$ cat config.mk
export PLATFORM = sky130hd
export DESIGN_NAME = stepper_linear_speed_ramp
export DESIGN_NICKNAME = d
export VERILOG_FILES = /design/src/rtl/stp_ramp_pkg.sv /design/src/rtl/stepper_linear_speed_ramp.sv
export SDC_FILE = /design/constraint.sdc
export NUM_CORES = 2
export LEC_CHECK = 0
export BUFFER_PORTS_ARGS = -buffer_cell sky130_fd_sc_hd__buf_4
export CELL_PAD_IN_SITES_DETAIL_PLACEMENT = 1
export CELL_PAD_IN_SITES_GLOBAL_PLACEMENT = 1
export CORE_UTILIZATION = 49
export DETAILED_ROUTE_END_ITERATION = 12
export GPL_TIMING_DRIVEN = 0
export PLACE_DENSITY = 0.91
export SLEW_MARGIN = 20
export SYNTH_ARGS = -nofsm -noshare
export SYNTH_HDL_FRONTEND = slang
export SYNTH_SLANG_ARGS = --single-unit
$ cat constraint.sdc
create_clock -name clk -period 8.7 [get_ports clk]
set_clock_uncertainty 0.05 [all_clocks]
set_input_delay 0 -clock clk [delete_from_list [all_inputs] [get_ports clk]]
set_output_delay 0 -clock clk [all_outputs]
set_load 0.1 [all_outputs]
$ cat src/rtl/stp_ramp_pkg.sv
`timescale 1ns / 1ps
// ----------------------------------------------------------------------------
// Stepper ramp package
// Shared constants for the stepper linear speed ramp: register indexes,
// request kinds, direction codes and reset values.
// ----------------------------------------------------------------------------
package stp_ramp_pkg;

  localparam int CFG_IDX_W  = 3;
  localparam int CFG_DATA_W = 16;

  localparam logic [CFG_IDX_W-1:0] REG_STEPS_PER_REV  = 3'd0;
  localparam logic [CFG_IDX_W-1:0] REG_DUTY_PERCENT   = 3'd1;
  localparam logic [CFG_IDX_W-1:0] REG_SWAP_DIRECTION = 3'd2;
  localparam logic [CFG_IDX_W-1:0] REG_FAULT_CHECK_EN = 3'd3;
  localparam logic [CFG_IDX_W-1:0] REG_FAULT_LEVEL    = 3'd4;

  localparam logic KIND_START = 1'b0;
  localparam logic KIND_TICK  = 1'b1;

  localparam logic [1:0] DIR_KEEP = 2'd0;
  localparam logic [1:0] DIR_CW   = 2'd1;
  localparam logic [1:0] DIR_CCW  = 2'd2;

  localparam logic [15:0] STEPS_RESET  = 16'd200;
  localparam logic [6:0]  DUTY_RESET   = 7'd50;
  localparam logic [15:0] RPM_SECONDS  = 16'd60;

endpackage

$ cat src/rtl/stepper_linear_speed_ramp.sv
`timescale 1ns / 1ps
// ----------------------------------------------------------------------------
// Stepper linear speed ramp
// Ramps a stepper's commanded rpm linearly toward a target on millisecond
// ticks and reports the resulting step clock frequency.
// ----------------------------------------------------------------------------
// Requests arrive on the in_ channel (valid/stall): a start request carries a
// ramp length, a target rpm and a direction request; a tick request carries
// the sampled fault level. Every request gives exactly one result on the
// out_ channel, which is held in an output register until taken.
// The two variable divisions go through one shared restoring divider that
// retires one quotient bit per cycle. The step frequency is formed by a
// multiply registered in S_FREQ and a reciprocal multiply by 1/60 in S_FDIV.
// A tick that does not change the rpm goes straight to the output; a start
// without a ramp runs no division, a start with no speed difference one, and
// a start with a ramp and a speed difference two.
// The input side is stalled while a request is in work. A new request is
// taken while an earlier result still waits; if out_stall holds, the block
// finishes the work and then waits with its result until the output is free.
// Configuration writes are always ready and are meant for idle periods.
// Reset clears the ramp state, sets the registers to their defaults and
// leaves the output channel empty.
// ----------------------------------------------------------------------------
module stepper_linear_speed_ramp (
  input  logic                                 clk,
  input  logic                                 rst_n,
  input  logic                                 in_valid,
  output logic                                 in_stall,
  input  logic                                 in_kind,
  input  logic [15:0]                          in_ramp_ms,
  input  logic [15:0]                          in_target_rpm,
  input  logic [1:0]                           in_dir_request,
  input  logic                                 in_fault_sample,
  output logic                                 out_valid,
  input  logic                                 out_stall,
  output logic [15:0]                          out_step_freq_hz,
  output logic                                 out_clock_enable,
  output logic                                 out_dir_level,
  output logic [6:0]                           out_clk_duty_percent,
  output logic                                 out_ramp_busy,
  output logic                                 out_fault_stop,
  output logic [15:0]                          out_current_rpm,
  input  logic                                 cfg_valid,
  output logic                                 cfg_ready,
  input  logic [stp_ramp_pkg::CFG_IDX_W-1:0]   cfg_index,
  input  logic [stp_ramp_pkg::CFG_DATA_W-1:0]  cfg_data
);

  localparam logic [2:0] S_IDLE  = 3'd0;
  localparam logic [2:0] S_START = 3'd1;
  localparam logic [2:0] S_TICK  = 3'd2;
  localparam logic [2:0] S_CUR   = 3'd3;
  localparam logic [2:0] S_DLY   = 3'd4;
  localparam logic [2:0] S_FREQ  = 3'd5;
  localparam logic [2:0] S_FDIV  = 3'd6;
  localparam logic [2:0] S_OUT   = 3'd7;

  localparam int DIV_STEPS = 32;

  // A product at or above 65536 * 60 saturates the frequency. Below it, the
  // product divided by 4 is under 2^20 and divides exactly by 15 through the
  // reciprocal ceil(2^24 / 15).
  localparam logic [31:0] FREQ_SAT_PROD = 32'd3932160;
  localparam logic [40:0] RECIP_15      = 41'd1118482;

  function automatic logic [15:0] sat16(input logic [31:0] v);
    logic [15:0] r;
    r = (|v[31:16]) ? 16'hFFFF : v[15:0];
    return r;
  endfunction

  logic [15:0] steps_per_rev_r;
  logic [6:0]  duty_percent_r;
  logic        swap_direction_r;
  logic        fault_check_en_r;
  logic        fault_level_r;

  logic [2:0]  state_r, state_nxt;
  logic [15:0] ramp_in_r, ramp_in_nxt;
  logic [15:0] target_in_r, target_in_nxt;
  logic [1:0]  dreq_in_r, dreq_in_nxt;
  logic        fault_in_r, fault_in_nxt;

  logic [15:0] freq_now_r, freq_now_nxt;
  logic [15:0] rpm_now_r, rpm_now_nxt;
  logic [15:0] rpm_goal_r, rpm_goal_nxt;
  logic        going_down_r, going_down_nxt;
  logic [15:0] step_delay_r, step_delay_nxt;
  logic [15:0] delay_count_r, delay_count_nxt;
  logic [15:0] elapsed_r, elapsed_nxt;
  logic [15:0] ramp_len_r, ramp_len_nxt;
  logic        busy_flag_r, busy_flag_nxt;
  logic        clock_on_r, clock_on_nxt;
  logic        dir_logical_r, dir_logical_nxt;
  logic        fault_hit_r, fault_hit_nxt;

  logic        out_valid_r, out_valid_nxt;
  logic [15:0] out_freq_r;
  logic        out_clock_r;
  logic        out_dir_r;
  logic [6:0]  out_duty_r;
  logic        out_busy_r;
  logic        out_fault_r;
  logic [15:0] out_rpm_r;
  logic        load_out;

  logic        div_run_r;
  logic [4:0]  div_cnt_r;
  logic [31:0] div_quo_r;
  logic [15:0] div_rem_r;
  logic [15:0] div_den_r;
  logic [16:0] div_shift;
  logic        div_ge;
  logic [16:0] div_sub;
  logic        div_start;
  logic [31:0] div_num;
  logic [15:0] div_den;

  logic [15:0] cur16;
  logic [15:0] diff16;
  logic        cur_down;
  logic [15:0] elapsed_inc;
  logic [15:0] delay_inc;
  logic [15:0] rpm_stepped;
  logic [31:0] freq_x60;
  logic [31:0] rpm_prod;
  logic [31:0] freq_prod_r;
  logic [40:0] recip_prod;
  logic [15:0] freq_div60;

  assign cfg_ready = 1'b1;

  always_ff @(posedge clk) begin
    if (!rst_n) begin
      steps_per_rev_r  <= stp_ramp_pkg::STEPS_RESET;
      duty_percent_r   <= stp_ramp_pkg::DUTY_RESET;
      swap_direction_r <= 1'b0;
      fault_check_en_r <= 1'b0;
      fault_level_r    <= 1'b0;
    end else if (cfg_valid && cfg_ready) begin
      case (cfg_index)
        stp_ramp_pkg::REG_STEPS_PER_REV:  steps_per_rev_r  <= cfg_data;
        stp_ramp_pkg::REG_DUTY_PERCENT:   duty_percent_r   <= cfg_data[6:0];
        stp_ramp_pkg::REG_SWAP_DIRECTION: swap_direction_r <= cfg_data[0];
        stp_ramp_pkg::REG_FAULT_CHECK_EN: fault_check_en_r <= cfg_data[0];
        stp_ramp_pkg::REG_FAULT_LEVEL:    fault_level_r    <= cfg_data[0];
        default: ;
      endcase
    end
  end

  assign div_shift = {div_rem_r, div_quo_r[31]};
  assign div_ge    = div_shift >= {1'b0, div_den_r};
  assign div_sub   = div_shift - {1'b0, div_den_r};

  always_ff @(posedge clk) begin
    if (!rst_n) begin
      div_run_r <= 1'b0;
    end else if (div_start) begin
      div_run_r <= 1'b1;
    end else if (div_run_r && div_cnt_r == 5'(DIV_STEPS - 1)) begin
      div_run_r <= 1'b0;
    end
  end

  always_ff @(posedge clk) begin
    if (div_start) begin
      div_quo_r <= div_num;
      div_rem_r <= '0;
      div_den_r <= div_den;
      div_cnt_r <= '0;
    end else if (div_run_r) begin
      div_rem_r <= div_ge ? div_sub[15:0] : div_shift[15:0];
      div_quo_r <= {div_quo_r[30:0], div_ge};
      div_cnt_r <= div_cnt_r + 5'd1;
    end
  end

  always_ff @(posedge clk) begin
    if (state_r == S_FREQ) begin
      freq_prod_r <= rpm_prod;
    end
  end

  assign freq_x60    = {10'b0, freq_now_r, 6'b0} - {14'b0, freq_now_r, 2'b0};
  assign rpm_prod    = {16'b0, rpm_now_r} * {16'b0, steps_per_rev_r};
  assign recip_prod  = {21'b0, freq_prod_r[21:2]} * RECIP_15;
  assign freq_div60  = (freq_prod_r >= FREQ_SAT_PROD) ? 16'hFFFF : recip_prod[39:24];
  assign cur16       = sat16(div_quo_r);
  assign cur_down    = target_in_r < cur16;
  assign diff16      = cur_down ? (cur16 - target_in_r) : (target_in_r - cur16);
  assign elapsed_inc = elapsed_r + 16'd1;
  assign delay_inc   = delay_count_r + 16'd1;
  assign rpm_stepped = (rpm_now_r == rpm_goal_r) ? rpm_now_r :
                       (going_down_r ? rpm_now_r - 16'd1 : rpm_now_r + 16'd1);
  assign load_out    = (state_r == S_OUT) && (!out_valid_r || !out_stall);

  always_comb begin
    state_nxt       = state_r;
    ramp_in_nxt     = ramp_in_r;
    target_in_nxt   = target_in_r;
    dreq_in_nxt     = dreq_in_r;
    fault_in_nxt    = fault_in_r;
    freq_now_nxt    = freq_now_r;
    rpm_now_nxt     = rpm_now_r;
    rpm_goal_nxt    = rpm_goal_r;
    going_down_nxt  = going_down_r;
    step_delay_nxt  = step_delay_r;
    delay_count_nxt = delay_count_r;
    elapsed_nxt     = elapsed_r;
    ramp_len_nxt    = ramp_len_r;
    busy_flag_nxt   = busy_flag_r;
    clock_on_nxt    = clock_on_r;
    dir_logical_nxt = dir_logical_r;
    fault_hit_nxt   = fault_hit_r;
    div_start       = 1'b0;
    div_num         = '0;
    div_den         = '0;
    case (state_r)
      S_IDLE: begin
        if (in_valid) begin
          ramp_in_nxt   = in_ramp_ms;
          target_in_nxt = in_target_rpm;
          dreq_in_nxt   = in_dir_request;
          fault_in_nxt  = in_fault_sample;
          fault_hit_nxt = 1'b0;
          state_nxt     = (in_kind == stp_ramp_pkg::KIND_TICK) ? S_TICK : S_START;
        end
      end
      S_START: begin
        rpm_goal_nxt = target_in_r;
        if (ramp_in_r == 16'd0) begin
          rpm_now_nxt   = target_in_r;
          busy_flag_nxt = 1'b0;
          state_nxt     = S_FREQ;
        end else begin
          if (dreq_in_r == stp_ramp_pkg::DIR_CW) begin
            dir_logical_nxt = 1'b0;
          end else if (dreq_in_r == stp_ramp_pkg::DIR_CCW) begin
            dir_logical_nxt = 1'b1;
          end
          clock_on_nxt = 1'b1;
          div_start    = 1'b1;
          div_num      = freq_x60;
          div_den      = (steps_per_rev_r == 16'd0) ? 16'd1 : steps_per_rev_r;
          state_nxt    = S_CUR;
        end
      end
      S_CUR: begin
        if (!div_run_r) begin
          going_down_nxt = cur_down;
          if (diff16 == 16'd0) begin
            rpm_now_nxt   = target_in_r;
            busy_flag_nxt = 1'b0;
            state_nxt     = S_FREQ;
          end else begin
            rpm_now_nxt     = cur16;
            delay_count_nxt = '0;
            elapsed_nxt     = '0;
            ramp_len_nxt    = ramp_in_r;
            busy_flag_nxt   = 1'b1;
            div_start       = 1'b1;
            div_num         = {16'b0, ramp_in_r};
            div_den         = diff16;
            state_nxt       = S_DLY;
          end
        end
      end
      S_DLY: begin
        if (!div_run_r) begin
          step_delay_nxt = (div_quo_r[15:0] == 16'd0) ? 16'd1 : div_quo_r[15:0];
          rpm_now_nxt    = rpm_stepped;
          state_nxt      = S_FREQ;
        end
      end
      S_TICK: begin
        state_nxt = S_OUT;
        if (busy_flag_r) begin
          if (fault_check_en_r && (fault_in_r == fault_level_r)) begin
            clock_on_nxt  = 1'b0;
            busy_flag_nxt = 1'b0;
            fault_hit_nxt = 1'b1;
          end else begin
            elapsed_nxt     = elapsed_inc;
            delay_count_nxt = delay_inc;
            if (elapsed_inc >= ramp_len_r) begin
              rpm_now_nxt   = rpm_goal_r;
              busy_flag_nxt = 1'b0;
              state_nxt     = S_FREQ;
            end else if (delay_inc >= step_delay_r) begin
              delay_count_nxt = '0;
              rpm_now_nxt     = rpm_stepped;
              state_nxt       = S_FREQ;
            end
          end
        end
      end
      S_FREQ: begin
        state_nxt = S_FDIV;
      end
      S_FDIV: begin
        freq_now_nxt = freq_div60;
        state_nxt    = S_OUT;
      end
      S_OUT: begin
        if (load_out) begin
          state_nxt = S_IDLE;
        end
      end
      default: begin
        state_nxt = S_IDLE;
      end
    endcase
  end

  always_comb begin
    if (load_out) begin
      out_valid_nxt = 1'b1;
    end else if (out_stall) begin
      out_valid_nxt = out_valid_r;
    end else begin
      out_valid_nxt = 1'b0;
    end
  end

  always_ff @(posedge clk) begin
    if (!rst_n) begin
      state_r       <= S_IDLE;
      freq_now_r    <= '0;
      rpm_now_r     <= '0;
      rpm_goal_r    <= '0;
      going_down_r  <= 1'b0;
      step_delay_r  <= '0;
      delay_count_r <= '0;
      elapsed_r     <= '0;
      ramp_len_r    <= '0;
      busy_flag_r   <= 1'b0;
      clock_on_r    <= 1'b0;
      dir_logical_r <= 1'b0;
      fault_hit_r   <= 1'b0;
      out_valid_r   <= 1'b0;
    end else begin
      state_r       <= state_nxt;
      freq_now_r    <= freq_now_nxt;
      rpm_now_r     <= rpm_now_nxt;
      rpm_goal_r    <= rpm_goal_nxt;
      going_down_r  <= going_down_nxt;
      step_delay_r  <= step_delay_nxt;
      delay_count_r <= delay_count_nxt;
      elapsed_r     <= elapsed_nxt;
      ramp_len_r    <= ramp_len_nxt;
      busy_flag_r   <= busy_flag_nxt;
      clock_on_r    <= clock_on_nxt;
      dir_logical_r <= dir_logical_nxt;
      fault_hit_r   <= fault_hit_nxt;
      out_valid_r   <= out_valid_nxt;
    end
  end

  always_ff @(posedge clk) begin
    ramp_in_r   <= ramp_in_nxt;
    target_in_r <= target_in_nxt;
    dreq_in_r   <= dreq_in_nxt;
    fault_in_r  <= fault_in_nxt;
    if (load_out) begin
      out_freq_r  <= freq_now_r;
      out_clock_r <= clock_on_r;
      out_dir_r   <= dir_logical_r ^ swap_direction_r;
      out_duty_r  <= duty_percent_r;
      out_busy_r  <= busy_flag_r;
      out_fault_r <= fault_hit_r;
      out_rpm_r   <= rpm_now_r;
    end
  end

  assign in_stall             = (state_r != S_IDLE);
  assign out_valid            = out_valid_r;
  assign out_step_freq_hz     = out_freq_r;
  assign out_clock_enable     = out_clock_r;
  assign out_dir_level        = out_dir_r;
  assign out_clk_duty_percent = out_duty_r;
  assign out_ramp_busy        = out_busy_r;
  assign out_fault_stop       = out_fault_r;
  assign out_current_rpm      = out_rpm_r;

`ifndef ASSERT_OFF
  a_busy_has_clock: assert property (@(posedge clk) disable iff (!rst_n)
    busy_flag_r |-> clock_on_r)
    else $error("ramp busy without step clock enabled");

  a_idle_delay_nonzero: assert property (@(posedge clk) disable iff (!rst_n)
    (state_r == S_IDLE && busy_flag_r) |-> (step_delay_r != 16'd0))
    else $error("ramp running with zero step delay");

  a_result_from_out_state: assert property (@(posedge clk) disable iff (!rst_n)
    $rose(out_valid_r) |-> $past(state_r == S_OUT))
    else $error("result presented outside the output state");

  a_fault_stops_ramp: assert property (@(posedge clk) disable iff (!rst_n)
    (out_valid_r && out_fault_r) |-> (!out_busy_r && !out_clock_r))
    else $error("fault result still shows a running ramp");
`endif

endmodule

* After elaboration in Yosys (flattened, before gate mapping)
Cells that the tools add are included.
** Storage, ports and cells
- Flip-flop bits (word level) :: 327
- Bits of input ports :: 60
- Output and inout bits :: 46
- Logic and storage cells :: 195
** Operators by class
- Add/subtract/negate cells :: 9
- $mul :: 2
- Order comparisons :: 5
- Eq/ne operators :: 28
- Muxes and demuxes :: 73
- Bitwise gates (word level) :: 4
- Reduce and logical (&&, ||, !) cells :: 38
** Operators with widths (count)
- $mux 16 :: 29
- $mux 32 :: 3
- $pmux 16 s2 :: 3
- $logic_not 16->1 :: 4
- $pmux 16 s4 :: 1
- $pmux 32 s2 :: 1
- $add 16x1->16 const B :: 3
- $sub 16x16->16 :: 3
- $mul 20x20->39 const B :: 1
- $ge 16x16->1 :: 2
- $ge 32x22->1 const B :: 1
- $mul 16x16->32 :: 1
- $pmux 3 s8 :: 1
- $sub 22x18->23 :: 1
- $mux 1 :: 21
- $ne 2x2->1 const B :: 10
- $ge 17x16->1 :: 1
- $eq 16x16->1 :: 1
- $lt 16x16->1 :: 1
- $reduce_and 2->1 :: 8
- $reduce_or 16->1 :: 1
- $sub 16x1->16 const B :: 1
- $eq 3x3->1 const B :: 5
- $mux 3 :: 5
- other kinds (25) :: 51

* Logic depth before layout (Yosys ltp)
- Depth after elaboration :: 9
- Depth in mapped cells :: 26
- Depth with buffers taken out :: 24

* Worst setup path before layout
Ideal clock, no wire load.
- Path type :: register to register
- Start :: register rpm_now_r[0]
- End :: register freq_prod_r[31], data pin
- Setup time :: 260 ps
- Arrival :: 6170 ps
- Required time :: 8390 ps
- Setup slack :: 2220 ps
- Stages on the path, launching flop included :: 25
- Path buffers :: 3
- Clock period less this slack :: 6480 ps
- Path through :: dfxtp_1 > clkbuf_1 > clkbuf_1 > nand2_1 > fa_1 > fa_1 > inv_1 > fa_1 > fa_1 > fa_1 > inv_1 > fa_1 > inv_1 > ha_1 > clkbuf_1 > a21oi_1 > o21ai_0 > a2111oi_0 > nand3_1 > nand3_1 > nand4_1 > o211a_1 > a211oi_1 > a21oi_1 > xnor2_1
** On the way
- Cells in the longest elaborated chain, start to end :: 1
** RTL lines
- start, declared :: line stepper_linear_speed_ramp.sv:85 : logic [15:0] rpm_now_r, rpm_now_nxt;
- start signal, assigned :: line stepper_linear_speed_ramp.sv:345 : rpm_now_r <= rpm_now_nxt;
- $mul 16x16->32 :: line stepper_linear_speed_ramp.sv:186 : assign rpm_prod = {16'b0, rpm_now_r} * {16'b0, steps_per_rev_r};
- via rpm_prod[31] :: line stepper_linear_speed_ramp.sv:126 : logic [31:0] rpm_prod;
- end signal, assigned :: line stepper_linear_speed_ramp.sv:181 : freq_prod_r <= rpm_prod;
- end, declared :: line stepper_linear_speed_ramp.sv:127 : logic [31:0] freq_prod_r;
The timed path passes the listed nets, and every way through them passes these cells.
A chain may end at the register's enable or synchronous reset.

* Final worst setup path
Same ends and word-level chain as after synthesis.

==> summary.md <==
| Metric | Value |
|---|---|
| Mapped Nets | 3959 |
| Design Area, Final | 33870 um^2 |
| YS warnings | 0 |
| Largest register by flop count | div_quo_r |
| Antenna viol nets, final | 0 |
| Cts hold-fix bufs | 65 |
| CTS resizes | 0 |
| Share of layout cells above drive strength 1 | 7.155% |
| CTS root buf | clkbuf_16 |
| Vias per cell | 6.555 |
| Most frequent cell after synthesis | inv_1 |
| Largest cells by area after synthesis | edfxtp_1, fa_1, ha_1, dfxtp_1, inv_1 |
| Die H | 249.6 um |
| Global-route wire length before repair | 187.5 mm |
| I/O Buffers | 104 |
| Slowest stage cell, crit path | fa_1 |
| Post-DP Area | 31980 um^2 |
| TritonCTS sink count | 325 |
| Crit Path Category | flip-flop to flip-flop |
| Detailed Route WL | 124.5 mm |
| Post-route DRC | 0 |
| Fin crit period | 8.465 ns |
| Peak supply drop | 0.1901 mV |
| CTS H-Tree Depth | 2 |
| Clock Path Buffers | 3 |
| Setup slack after placement | 0.5663 ns |
| Slowest stage delay, CP | 0.61 ns |
| Part of the Yosys area used for sequential elements | 26.85% |
| Largest net degree at the start of global routing | 26 |
| Fill cell count | 6876 |
| Core Area | 60470 um^2 |
| Initial Util | 49.70% |
| Clock Pin Slew Worst Setup and Hold Paths | 0.08 ns |
| WP data arrival | 8.75 ns |
| RD Place Congestion | 0.9523 |
| Hold Vio Cnt, Final | 0 |
| Die area | 62320 um^2 |
| Via count | 28516 |
| Ys async rst share | 0% |
| Netlist cell types | 91 |
| Crit-path max FO | 10 |
| Worst skew pair latency | 0.62 ns |
| Drt wl/cell | 28.63 um |
| Critical path buffers and inverters | 6 |
| Finished Core Util | 56.02% |
| Ports | 106 |
| Avg Cell Area, Syn | 9.054 um^2 |
| Total CTS buffers | 38 |
| DR iter-0 viols | 2850 |
| Area Overhead vs Synth | 12.72% |
| Commonest cells post-synth | inv_1, nand2_1, ha_1 |
| Max Fclk | 0.1181 GHz |
| Final period utilization | 97.30% |
| Worst Path Required | 8.98 ns |
| Max-cap viol count | 0 |
| FF+latch count, synth | 325 |
| Total setup buffers inserted after CTS | 0 |
| Startpoint Class | flip-flop |
| Post-synth EDFFs | 156 |
| Family with the most delay on the worst path | adder cells |
| Slew Viols, Final | 0 |
| Worst slew pin tran | 1.227 ns |
| Slew margin rel. | 17.47% |
| Vias in the first global route | 31247 |
| Largest registers | div_quo_r: 32 flops, freq_prod_r: 30 flops |
| LEAKAGE | 15.38 nW |
| Detailed-router iteration count before antenna repair | 8 |
| Top cell type's share of synthesized area | 15.59% |
| Outcome | complete, no violations |
| Total gr overflow | 0 |
| DP HPWL | 81.96 mm |
| Post-synthesis cell area | 30050 um^2 |
| Synth area leader | edfxtp_1 |
| Die X | 249.6 um |
| CTS tree | built |
| Hold Path Class | input port to flip-flop |
| Main synth FF type | dfxtp_1 |
| Initial antenna violation count | 6 |
| Worst Setup End Kind | flip-flop |
| GR Util All Layers | 39.31% |
| Pwr Density | 259.7 nW/um^2 |
| Count of final setup violators | 0 |
| Mapped Cells | 3319 |
| Nets | 4174 |
| Row count | 90 |
| Number of flip-flops in the largest register | 32 |
| Hold Slack | 0.07410 ns |
| CP cell instances | clkbuf_1 > clkbuf_1 > nand2_1 > fa_1 > fa_1 > inv_1 > fa_1 > fa_1 > fa_1 > inv_1 > fa_1 > inv_1 > ha_1 > clkbuf_1 > a21oi_1 > o21ai_0 > a2111oi_0 > nand3_1 > nand3_1 > nand4_1 > o211a_1 > a211oi_1 > a21oi_1 > xnor2_1 |
| Most frequent CP cell | fa_1 |
| Final setup margin | 0.2348 ns |
area by class of cell:
type	count	area, um^2	area share (%)
Timing Repair Buffer	175	1574	4.647
Inverter	455	1708	5.042
Sequential cell	325	8068	23.82
Multi-Input combinational cell	2381	19670	58.05
Buffer	158	646.9	1.910
Tap cell	782	978.4	2.888
Clock inverter	23	229.0	0.6760
Antenna cell	4	10.01	0.02955
Clock buffer	47	994.7	2.937
layout by cell type, fill, tap and decap left out, types with 12 or more instances in the layout:
master         Yosys  routed
inv_1            453     453
nand2_1          390     390
ha_1             348     348
fa_1             232     232
a21oi_1          187     186
dfxtp_1          169     169
edfxtp_1         156     156
nor2_1           145     145
o21ai_0          143     143
clkbuf_1         135     142
and2_1           140     138
buf_4              2     106
xnor2_1           74      74
nand3_1           65      65
dlygate4sd3_1      0      65
xor2_1            60      60
a21o_1            58      58
nor3_1            41      41
clkbuf_16          0      38
mux2i_1           34      34
nand2b_1          32      31
and3_1            27      27
nand4_1           27      27
nor4_1            26      25
a211oi_1          23      23
o211ai_1          21      21
a31oi_1           21      21
o21a_1            18      18
or3_1             17      17
nor2b_1           17      17
o22ai_1           16      16
a211oi_2          15      15
buf_2             12      13
a22oi_1           13      13
o311a_1           12      12
report_power, final:
group | total (mW) | switching, mW | internal, mW
combinational | 4.82 | 3.08 | 1.74
clock | 1.72 | 0.826 | 0.893
sequential | 2.26 | 0.316 | 1.94
total | 8.80 | 4.22 | 4.58
kinds of logic after synthesis:
logic type	count (synthesis)	synth area share, %
AND/OR/NAND/NOR	977	15.81
XOR/XNOR	134	3.905
multiplexers	35	1.170
AO/OA/AOI/OAI	654	14.48
flip-flops	325	26.85
other	1	0.01248
buffers and inverters	613	7.832
adder cells (fa/ha/maj)	580	29.94
per-stage QoR:
stage | power [mW] | instances | setup TNS, ns
finish | 8.797 | 4350 | 0
global route | 9.139 | 4348 | -0.01570
CTS | 8.419 | 4346 | 0
detailed placement | 6.619 | 4211 | 0
global placement | 6.262 | 4205 | 0
floorplan | 5.201 | 3319 | 0
final timing paths:
check / start / to / slack [ns] / depth (start not counted)
setup / recovery: rpm_now_r[0]$_SDFFE_PN0P_ / freq_prod_r[31]$_DFFE_PP_ / 0.23 / 24
hold / removal: in_ramp_ms[5] / ramp_in_r[5]$_DFFE_PP_ / 0.07 / 2
setup reg to reg: rpm_now_r[0]$_SDFFE_PN0P_ / freq_prod_r[31]$_DFFE_PP_ / 0.23 / 24
hold reg to reg: duty_percent_r[5]$_SDFFE_PN1P_ / out_clk_duty_percent[5]$_DFFE_PP_ / 0.41 / 0
layer usage:
layer / routed length, um / global-route usage [%]
met1: 43630 / 43.67
met2: 57900 / 64.82
met3: 12100 / 9.877
met4: 10850 / 30.12
met5: 44 / 0
Note: power is estimated with default switching activity, not from simulation.
